===== src/hdl/urgent_insert_service_queue_top_macros.svh =====
// Assertion macros for the urgent-insert service queue.
// Included by the top level; no other dependencies.
`ifndef URGENT_INSERT_SERVICE_QUEUE_TOP_MACROS_SVH
`define URGENT_INSERT_SERVICE_QUEUE_TOP_MACROS_SVH

`ifndef SYNTHESIS

// An expression that must hold at every clock edge outside reset.
`define UISQ_ASSERT_HOLDS(label, clk, rst, expr) \
   label: assert property (@(posedge clk) disable iff (rst) (expr)) \
      else $error("uisq assertion failed");

// A condition that must be followed by a consequence in the next clock cycle.
`define UISQ_ASSERT_NEXT(label, clk, rst, ante, cons) \
   label: assert property (@(posedge clk) disable iff (rst) (ante) |=> (cons)) \
      else $error("uisq assertion failed");

`else

`define UISQ_ASSERT_HOLDS(label, clk, rst, expr)
`define UISQ_ASSERT_NEXT(label, clk, rst, ante, cons)

`endif

`endif


===== src/hdl/uisq_pkg.sv =====
// Package for the urgent-insert service queue: sizes, opcodes and job type.
// Depends on nothing; used by the top level.
`default_nettype none

package uisq_pkg;

   localparam int QUEUE_DEPTH = 16;
   localparam int IDX_W       = $clog2(QUEUE_DEPTH);
   localparam int CNT_W       = $clog2(QUEUE_DEPTH + 1);
   localparam int QCOUNT_W    = 5;

   typedef logic [IDX_W-1:0]    idx_type;
   typedef logic [CNT_W-1:0]    cnt_type;
   typedef logic [CNT_W:0]      sum_type;
   typedef logic [QCOUNT_W-1:0] qcount_type;
   typedef logic [1:0]          op_type;

   localparam op_type OP_NORMAL = 2'd1;
   localparam op_type OP_URGENT = 2'd2;

   typedef struct packed {
      logic [15:0] cls;
      logic [15:0] req;
      logic [7:0]  time_left;
      logic        urgent;
   } job_type;

endpackage

`default_nettype wire


===== src/hdl/urgent_insert_service_queue_top.sv =====
// Top level of the urgent-insert service queue: job ring in a synchronous memory.
// Depends on uisq_pkg and urgent_insert_service_queue_top_macros.svh.
`default_nettype none
`include "urgent_insert_service_queue_top_macros.svh"

// Each request transaction is one time tick. A normal job is appended at the
// tail of a ring of uisq_pkg::QUEUE_DEPTH slots, an urgent job is placed
// directly behind the job being served, and then the head job is served: its
// remaining time is reported and decremented, and it leaves the ring when that
// time reaches zero. A job that arrives while the ring is full is dropped and
// flagged. Every request produces exactly one response transaction. The jobs
// live in a single-port-write memory with a registered read; the head slot is
// read in the cycle a request is accepted. A request passes idle and execute
// when the head job leaves the ring or no job is held after the insert, and also
// writeback when a job stays at the head, as its updated entry needs a second write
// through the one write port. The execute step waits for as long as an earlier
// response still sits unaccepted in the output register. The response sits in
// that output register, so it may wait for rsp_ready while the block already
// finishes its memory writes; a new request is taken once the block is back in
// its idle state. The memory contents are undefined after reset and need no
// clearing, since only slots that hold a job are ever used.
module urgent_insert_service_queue_top (
   input  wire  logic        clock,
   input  wire  logic        reset,
   input  wire  logic        req_valid,
   output       logic        req_ready,
   input  wire  logic [1:0]  req_op,
   input  wire  logic [15:0] req_class_id,
   input  wire  logic [15:0] req_requester_id,
   input  wire  logic [7:0]  req_duration,
   output       logic        rsp_valid,
   input  wire  logic        rsp_ready,
   output       logic        rsp_serving,
   output       logic [15:0] rsp_served_requester,
   output       logic [15:0] rsp_served_class,
   output       logic [7:0]  rsp_time_left,
   output       logic        rsp_served_urgent,
   output       logic        rsp_dropped,
   output       logic [4:0]  rsp_queue_count
);

   // Sequencer states: idle (read of the head slot), execute, writeback.
   localparam logic [1:0] ST_IDLE  = 2'd0;
   localparam logic [1:0] ST_EXEC  = 2'd1;
   localparam logic [1:0] ST_WRITE = 2'd2;

   logic [1:0]         state_ff, state_in;
   uisq_pkg::idx_type  head_ff, head_in;
   uisq_pkg::cnt_type  count_ff, count_in;

   // The accepted transaction.
   uisq_pkg::op_type   op_ff;
   uisq_pkg::job_type  new_job_ff;

   // Job memory and its registered read port.
   uisq_pkg::job_type  job_mem [uisq_pkg::QUEUE_DEPTH];
   uisq_pkg::job_type  rdata_ff;

   // Deferred writeback of the head job.
   uisq_pkg::idx_type  wb_addr_ff;
   uisq_pkg::job_type  wb_data_ff;

   // Output register.
   logic               rsp_valid_ff;
   logic               rsp_serving_ff;
   logic [15:0]        rsp_requester_ff;
   logic [15:0]        rsp_class_ff;
   logic [7:0]         rsp_time_ff;
   logic               rsp_urgent_ff;
   logic               rsp_dropped_ff;
   uisq_pkg::qcount_type rsp_count_ff;

   logic               out_free;
   logic               exec_fire;
   logic               is_job;
   logic               full;
   logic               insert_ok;
   logic               urgent_mid;
   uisq_pkg::sum_type  tail_sum;
   uisq_pkg::idx_type  tail_idx;
   uisq_pkg::idx_type  prev_idx;
   uisq_pkg::idx_type  head_pos;
   uisq_pkg::idx_type  next_idx;
   uisq_pkg::cnt_type  count_ins;
   uisq_pkg::job_type  head_job;
   logic               have_job;
   logic               serve;
   logic [7:0]         new_time;
   logic               remove;
   logic               wb_en;

   logic               mem_we;
   uisq_pkg::idx_type  mem_waddr;
   uisq_pkg::job_type  mem_wdata;

   assign req_ready = (state_ff == ST_IDLE);
   assign out_free  = !rsp_valid_ff || rsp_ready;
   assign exec_fire = (state_ff == ST_EXEC) && out_free;

   // Insert and service decisions for the transaction in execute.
   always_comb begin
      is_job     = op_ff inside {uisq_pkg::OP_NORMAL, uisq_pkg::OP_URGENT};
      full       = (count_ff == uisq_pkg::cnt_type'(uisq_pkg::QUEUE_DEPTH));
      insert_ok  = is_job && !full;
      urgent_mid = insert_ok && (op_ff == uisq_pkg::OP_URGENT) && (count_ff != '0);

      // Tail slot is the head plus the count, wrapped around the ring.
      tail_sum = uisq_pkg::sum_type'(head_ff) + uisq_pkg::sum_type'(count_ff);
      if (tail_sum >= uisq_pkg::sum_type'(uisq_pkg::QUEUE_DEPTH)) begin
         tail_sum = tail_sum - uisq_pkg::sum_type'(uisq_pkg::QUEUE_DEPTH);
      end
      tail_idx = uisq_pkg::idx_type'(tail_sum);

      if (head_ff == '0) begin
         prev_idx = uisq_pkg::idx_type'(uisq_pkg::QUEUE_DEPTH - 1);
      end else begin
         prev_idx = head_ff - uisq_pkg::idx_type'(1);
      end

      // An urgent insert moves the current head one slot back and puts the
      // new job into the slot it left.
      head_pos  = urgent_mid ? prev_idx : head_ff;
      count_ins = count_ff + uisq_pkg::cnt_type'(insert_ok);

      // With an empty ring the only candidate for service is the new job.
      head_job = (count_ff == '0) ? new_job_ff : rdata_ff;
      have_job = (count_ins != '0);
      serve    = have_job && (head_job.time_left != 8'd0);
      new_time = head_job.time_left - 8'(serve);
      remove   = have_job && (new_time == 8'd0);
      wb_en    = have_job && !remove;

      if (head_pos == uisq_pkg::idx_type'(uisq_pkg::QUEUE_DEPTH - 1)) begin
         next_idx = '0;
      end else begin
         next_idx = head_pos + uisq_pkg::idx_type'(1);
      end
   end

   // Single write port: the new job in execute, the head job in writeback.
   always_comb begin
      if (state_ff == ST_WRITE) begin
         mem_we    = 1'b1;
         mem_waddr = wb_addr_ff;
         mem_wdata = wb_data_ff;
      end else begin
         mem_we    = exec_fire && insert_ok;
         mem_waddr = urgent_mid ? head_ff : tail_idx;
         mem_wdata = new_job_ff;
      end
   end

   always_comb begin
      state_in = state_ff;
      head_in  = head_ff;
      count_in = count_ff;
      case (state_ff)
         ST_IDLE: begin
            if (req_valid) begin
               state_in = ST_EXEC;
            end
         end
         ST_EXEC: begin
            if (out_free) begin
               head_in  = remove ? next_idx : head_pos;
               count_in = count_ins - uisq_pkg::cnt_type'(remove);
               state_in = wb_en ? ST_WRITE : ST_IDLE;
            end
         end
         ST_WRITE: begin
            state_in = ST_IDLE;
         end
         default: begin
            state_in = ST_IDLE;
         end
      endcase
   end

   always_ff @(posedge clock) begin
      if (reset) begin
         state_ff <= ST_IDLE;
         head_ff  <= '0;
         count_ff <= '0;
      end else begin
         state_ff <= state_in;
         head_ff  <= head_in;
         count_ff <= count_in;
      end
   end

   // Transaction capture.
   always_ff @(posedge clock) begin
      if (req_valid && req_ready) begin
         op_ff      <= req_op;
         new_job_ff <= {req_class_id, req_requester_id, req_duration,
                        (req_op == uisq_pkg::OP_URGENT)};
      end
   end

   // Job memory: the head slot is read every cycle.
   always_ff @(posedge clock) begin
      if (mem_we) begin
         job_mem[mem_waddr] <= mem_wdata;
      end
      rdata_ff <= job_mem[head_ff];
   end

   always_ff @(posedge clock) begin
      if (exec_fire) begin
         wb_addr_ff <= head_pos;
         wb_data_ff <= {head_job.cls, head_job.req, new_time, head_job.urgent};
      end
   end

   // Response register.
   always_ff @(posedge clock) begin
      if (reset) begin
         rsp_valid_ff <= 1'b0;
      end else if (exec_fire) begin
         rsp_valid_ff <= 1'b1;
      end else if (rsp_ready) begin
         rsp_valid_ff <= 1'b0;
      end
   end

   always_ff @(posedge clock) begin
      if (exec_fire) begin
         rsp_serving_ff   <= serve;
         rsp_requester_ff <= serve ? head_job.req : 16'd0;
         rsp_class_ff     <= serve ? head_job.cls : 16'd0;
         rsp_time_ff      <= serve ? head_job.time_left : 8'd0;
         rsp_urgent_ff    <= serve && head_job.urgent;
         rsp_dropped_ff   <= is_job && full;
         rsp_count_ff     <= uisq_pkg::qcount_type'(count_ins - uisq_pkg::cnt_type'(remove));
      end
   end

   assign rsp_valid            = rsp_valid_ff;
   assign rsp_serving          = rsp_serving_ff;
   assign rsp_served_requester = rsp_requester_ff;
   assign rsp_served_class     = rsp_class_ff;
   assign rsp_time_left        = rsp_time_ff;
   assign rsp_served_urgent    = rsp_urgent_ff;
   assign rsp_dropped          = rsp_dropped_ff;
   assign rsp_queue_count      = rsp_count_ff;

   `UISQ_ASSERT_HOLDS(a_count_bound, clock, reset,
      count_ff <= uisq_pkg::cnt_type'(uisq_pkg::QUEUE_DEPTH))
   `UISQ_ASSERT_NEXT(a_accept_exec, clock, reset,
      req_valid && req_ready, state_ff == ST_EXEC)
   `UISQ_ASSERT_NEXT(a_exec_loads_rsp, clock, reset,
      exec_fire, rsp_valid_ff && (rsp_count_ff == uisq_pkg::qcount_type'(count_ff)))
   `UISQ_ASSERT_HOLDS(a_drop_when_full, clock, reset,
      !(rsp_valid_ff && rsp_dropped_ff) ||
      (count_ff >= uisq_pkg::cnt_type'(uisq_pkg::QUEUE_DEPTH - 1)))

endmodule

`default_nettype wire


===== config.mk =====
export PLATFORM = sky130hd
export DESIGN_NAME = urgent_insert_service_queue_top
export DESIGN_NICKNAME = d
export VERILOG_FILES = /design/src/hdl/uisq_pkg.sv /design/src/hdl/urgent_insert_service_queue_top.sv
export VERILOG_INCLUDE_DIRS = /design/src /design/src/hdl
export SDC_FILE = /design/constraint.sdc
export NUM_CORES = 1
export LEC_CHECK = 0
export ABC_AREA = 0
export BUFFER_PORTS_ARGS = -buffer_cell sky130_fd_sc_hd__buf_2
export CORE_ASPECT_RATIO = 1.75
export CORE_MARGIN = 2
export CORE_UTILIZATION = 45
export CTS_BUF_LIST = sky130_fd_sc_hd__clkbuf_2 sky130_fd_sc_hd__clkbuf_4 sky130_fd_sc_hd__clkbuf_8
export CTS_CLUSTER_SIZE = 30
export DETAILED_ROUTE_END_ITERATION = 10
export GPL_ROUTABILITY_DRIVEN = 0
export SYNTH_ARGS = -nofsm -noshare
export SYNTH_HDL_FRONTEND = slang
export SYNTH_SLANG_ARGS = --single-unit

===== constraint.sdc =====
create_clock -name clock -period 6.1 [get_ports clock]
set_input_delay 1.22 -clock clock [delete_from_list [all_inputs] [get_ports clock]]
set_output_delay 1.22 -clock clock [all_outputs]
set_load 0.02 [all_outputs]

==> results.json <==
{
  "grt_pass1_wl_um": 110000,
  "ant_nets": 0,
  "min_path_type": "reg2reg",
  "tns_ps": 0,
  "root_buffer": "clkbuf_8",
  "clock_latency_ps": 750,
  "drive_gt1_frac": 0.307,
  "grt_pass1_vias": 17100,
  "drc_errors": 0,
  "synth_top_area_cell": "edfxtp_1",
  "avgSynthCellArea_um2": 19.8,
  "ys_top_cells_by_count": "edfxtp_1, nand2_1, mux4_2",
  "fin_crit_ps": 5580,
  "drt-wirelength-per-cell_um": 26.4,
  "tightestPinTransition_ps": 1140,
  "netlist_area_mm2": 0.0324,
  "rsz0062_at_grt": "false",
  "dpl-instance-area_mm2": 0.0342,
  "die-area_mm2": 0.0742,
  "synth_edf_count": 792,
  "grt_antenna_before_repair": 1,
  "firstDrtPassIters": 5,
  "ys_async_sr_fraction": 0,
  "clk_pin_slew_worst_paths_ps": 60,
  "final_nets": 1874,
  "synth_nets": 1696,
  "synth_top_area_share": 0.735,
  "maxCapViolCount": 0,
  "routed_wl_um": 75000,
  "relSlewSlack": 0.242,
  "clockBufferDepth": 3,
  "cts_resized": 0,
  "p_leak_nw": 12.0,
  "postLayoutCellArea_mm2": 0.0367,
  "ios": 96,
  "fin_skew_ps": 44.6,
  "start_util": 0.452,
  "core_area_mm2": 0.0716,
  "cp-end-kind": "flop",
  "status": "finished, final reports clean",
  "slew_viol_final": 0,
  "start_kind": "flop",
  "cts_tree": "done",
  "grt_use_total": 0.208,
  "seq_area_frac_synth": 0.768,
  "grt_max_degree": 62,
  "irDropWorstVdd_v": 0.000154,
  "syn_inst": 1636,
  "cts_setup_buffers": 0,
  "syn_to_final_growth_pct": 13.5,
  "cts-buffers-inserted": 118,
  "num_vias": 16100,
  "worstSetupPathType": "reg2reg",
  "detailed_place_hpwl_um": 40600,
  "drt_iter0_drc": 1319,
  "powerDensity_mw_per_mm2": 339,
  "row_count": 130,
  "yosys-top-cells-area": "edfxtp_1, mux4_2, dfxtp_1",
  "yosysWarningCount": 0,
  "portBuffers": 95,
  "cp_max_fo": 10,
  "final_hold_viol_count": 0,
  "worstPathArrival_ps": 6260,
  "overflow": 0,
  "chipHeight_um": 359,
  "htreeDepth": 3,
  "vias_per_cell": 5.67,
  "cts.sinks": 845,
  "finalSetupViolCount": 0,
  "ys_seq_elements": 845,
  "max_freq_mhz": 179,
  "required_ps": 6770,
  "die_x_um": 207,
  "hold_buffers": 0,
  "synth_flop_cell": "edfxtp_1",
  "ys_types": 54,
  "yosysMostFrequentCell": "edfxtp_1",
  "period_share": 0.915
}
cells by family (layout without fill, tap and decap cells):
family / Yosys count / after routing / synth area share
other: 0 / 1 / 0
xor gates and xnor gates: 17 / 17 / 0.00460
and+or+nand+nor: 342 / 342 / 0.0447
muxes: 213 / 213 / 0.145
DFF: 845 / 845 / 0.768
buffers and inverters: 102 / 386 / 0.0126
AOI/OAI and AO/OA: 103 / 103 / 0.0198
adders and majority gates: 14 / 14 / 0.00564
layout by cell type, fill, tap and decap left out, types with 26 or more instances in the layout:
master,synthesis,layout
edfxtp_1,792,792
nand2_1,246,246
mux4_2,205,205
clkbuf_8,0,134
buf_2,9,95
a21oi_1,54,54
clkbuf_4,0,49
dfxtp_1,53,49
buf_4,0,41
nor2_1,44,26
per-layer routing:
metal	wire length, um	global-route usage
met1	29400	0.261
met3	4100	0.0336
met2	39600	0.367
met4	1910	0.0682
met5	0	0
flip-flops by register name (all words and copies together), names as in the netlist, 4 cells and up:
register / cells
rsp_time_left: 8
head_ff: 4
rsp_queue_count: 5
job_mem: 656
count_ff: 5
wb_data_ff: 41
wb_addr_ff: 4
rsp_served_requester: 16
rdata_ff: 41
rsp_served_class: 16
new_job_ff: 41
metrics by stage:
step / power, mW / hold WS [ps] / utilization / cells / setup WS, ps
CTS: 12.6 / 501 / 0.513 / 2844 / 433
global route: 12.9 / 522 / 0.513 / 2845 / 123
global placement: 7.96 / 473 / 0.478 / 2618 / 524
detailed placement: 7.99 / 489 / 0.478 / 2618 / 455
finish: 12.5 / 492 / 0.513 / 2845 / 516
floorplan: 7.57 / 454 / - / 1636 / 608
final cells by class:
| type | count | area (um2) |
|---|---|---|
| fillers | 5790 | 34800 |
| flip-flops and latches | 845 | 24900 |
| multi-input cells | 689 | 7270 |
| clock buffers | 183 | 2210 |
| well taps | 924 | 1160 |
| repair buffers | 139 | 843 |
| clock inverters | 43 | 319 |
| inverters | 21 | 78.8 |
| diodes | 1 | 2.50 |
worst max-delay path, cell delays in order, from the launching register on:
cell and delay (ps):
dfxtp_1 420, nor4_2 290, buf_4 200, a21oi_1 90
ha_1 230, ha_1 250, xor2_1 190, or4_1 450
a211oi_2 250, buf_4 180, a21o_2 100, inv_1 60
ha_1 300, ha_1 360, xor2_1 190, a21oi_1 140
nand3_1 90, o2bb2ai_1 350, nand4_4 240, inv_1 120
ha_1 160, ha_1 200, nand2_1 60, o22ai_1 180
xnor2_1 150, nand2_1 80, a21oi_1 170
final timing paths:
check / end / slack [ps] / cells after the start / from
max reg2reg: count_ff[4] / 520 / 26 / count_ff[2]
max: count_ff[4] / 520 / 26 / count_ff[2]
min: rsp_valid / 490 / 2 / rsp_valid
min reg2reg: rsp_valid / 490 / 2 / rsp_valid
report_power, final:
| group | internal (mW) | switching, mW | total, mW | leakage, nW |
|---|---|---|---|---|
| clock | 2.48 | 2.13 | 4.61 | 1.36 |
| sequential | 6.64 | 0.100 | 6.74 | 7.64 |
| combinational | 0.409 | 0.704 | 1.11 | 3.04 |
| total | 9.53 | 2.93 | 12.5 | 12.0 |
Note: power is estimated with default switching activity, not from simulation.
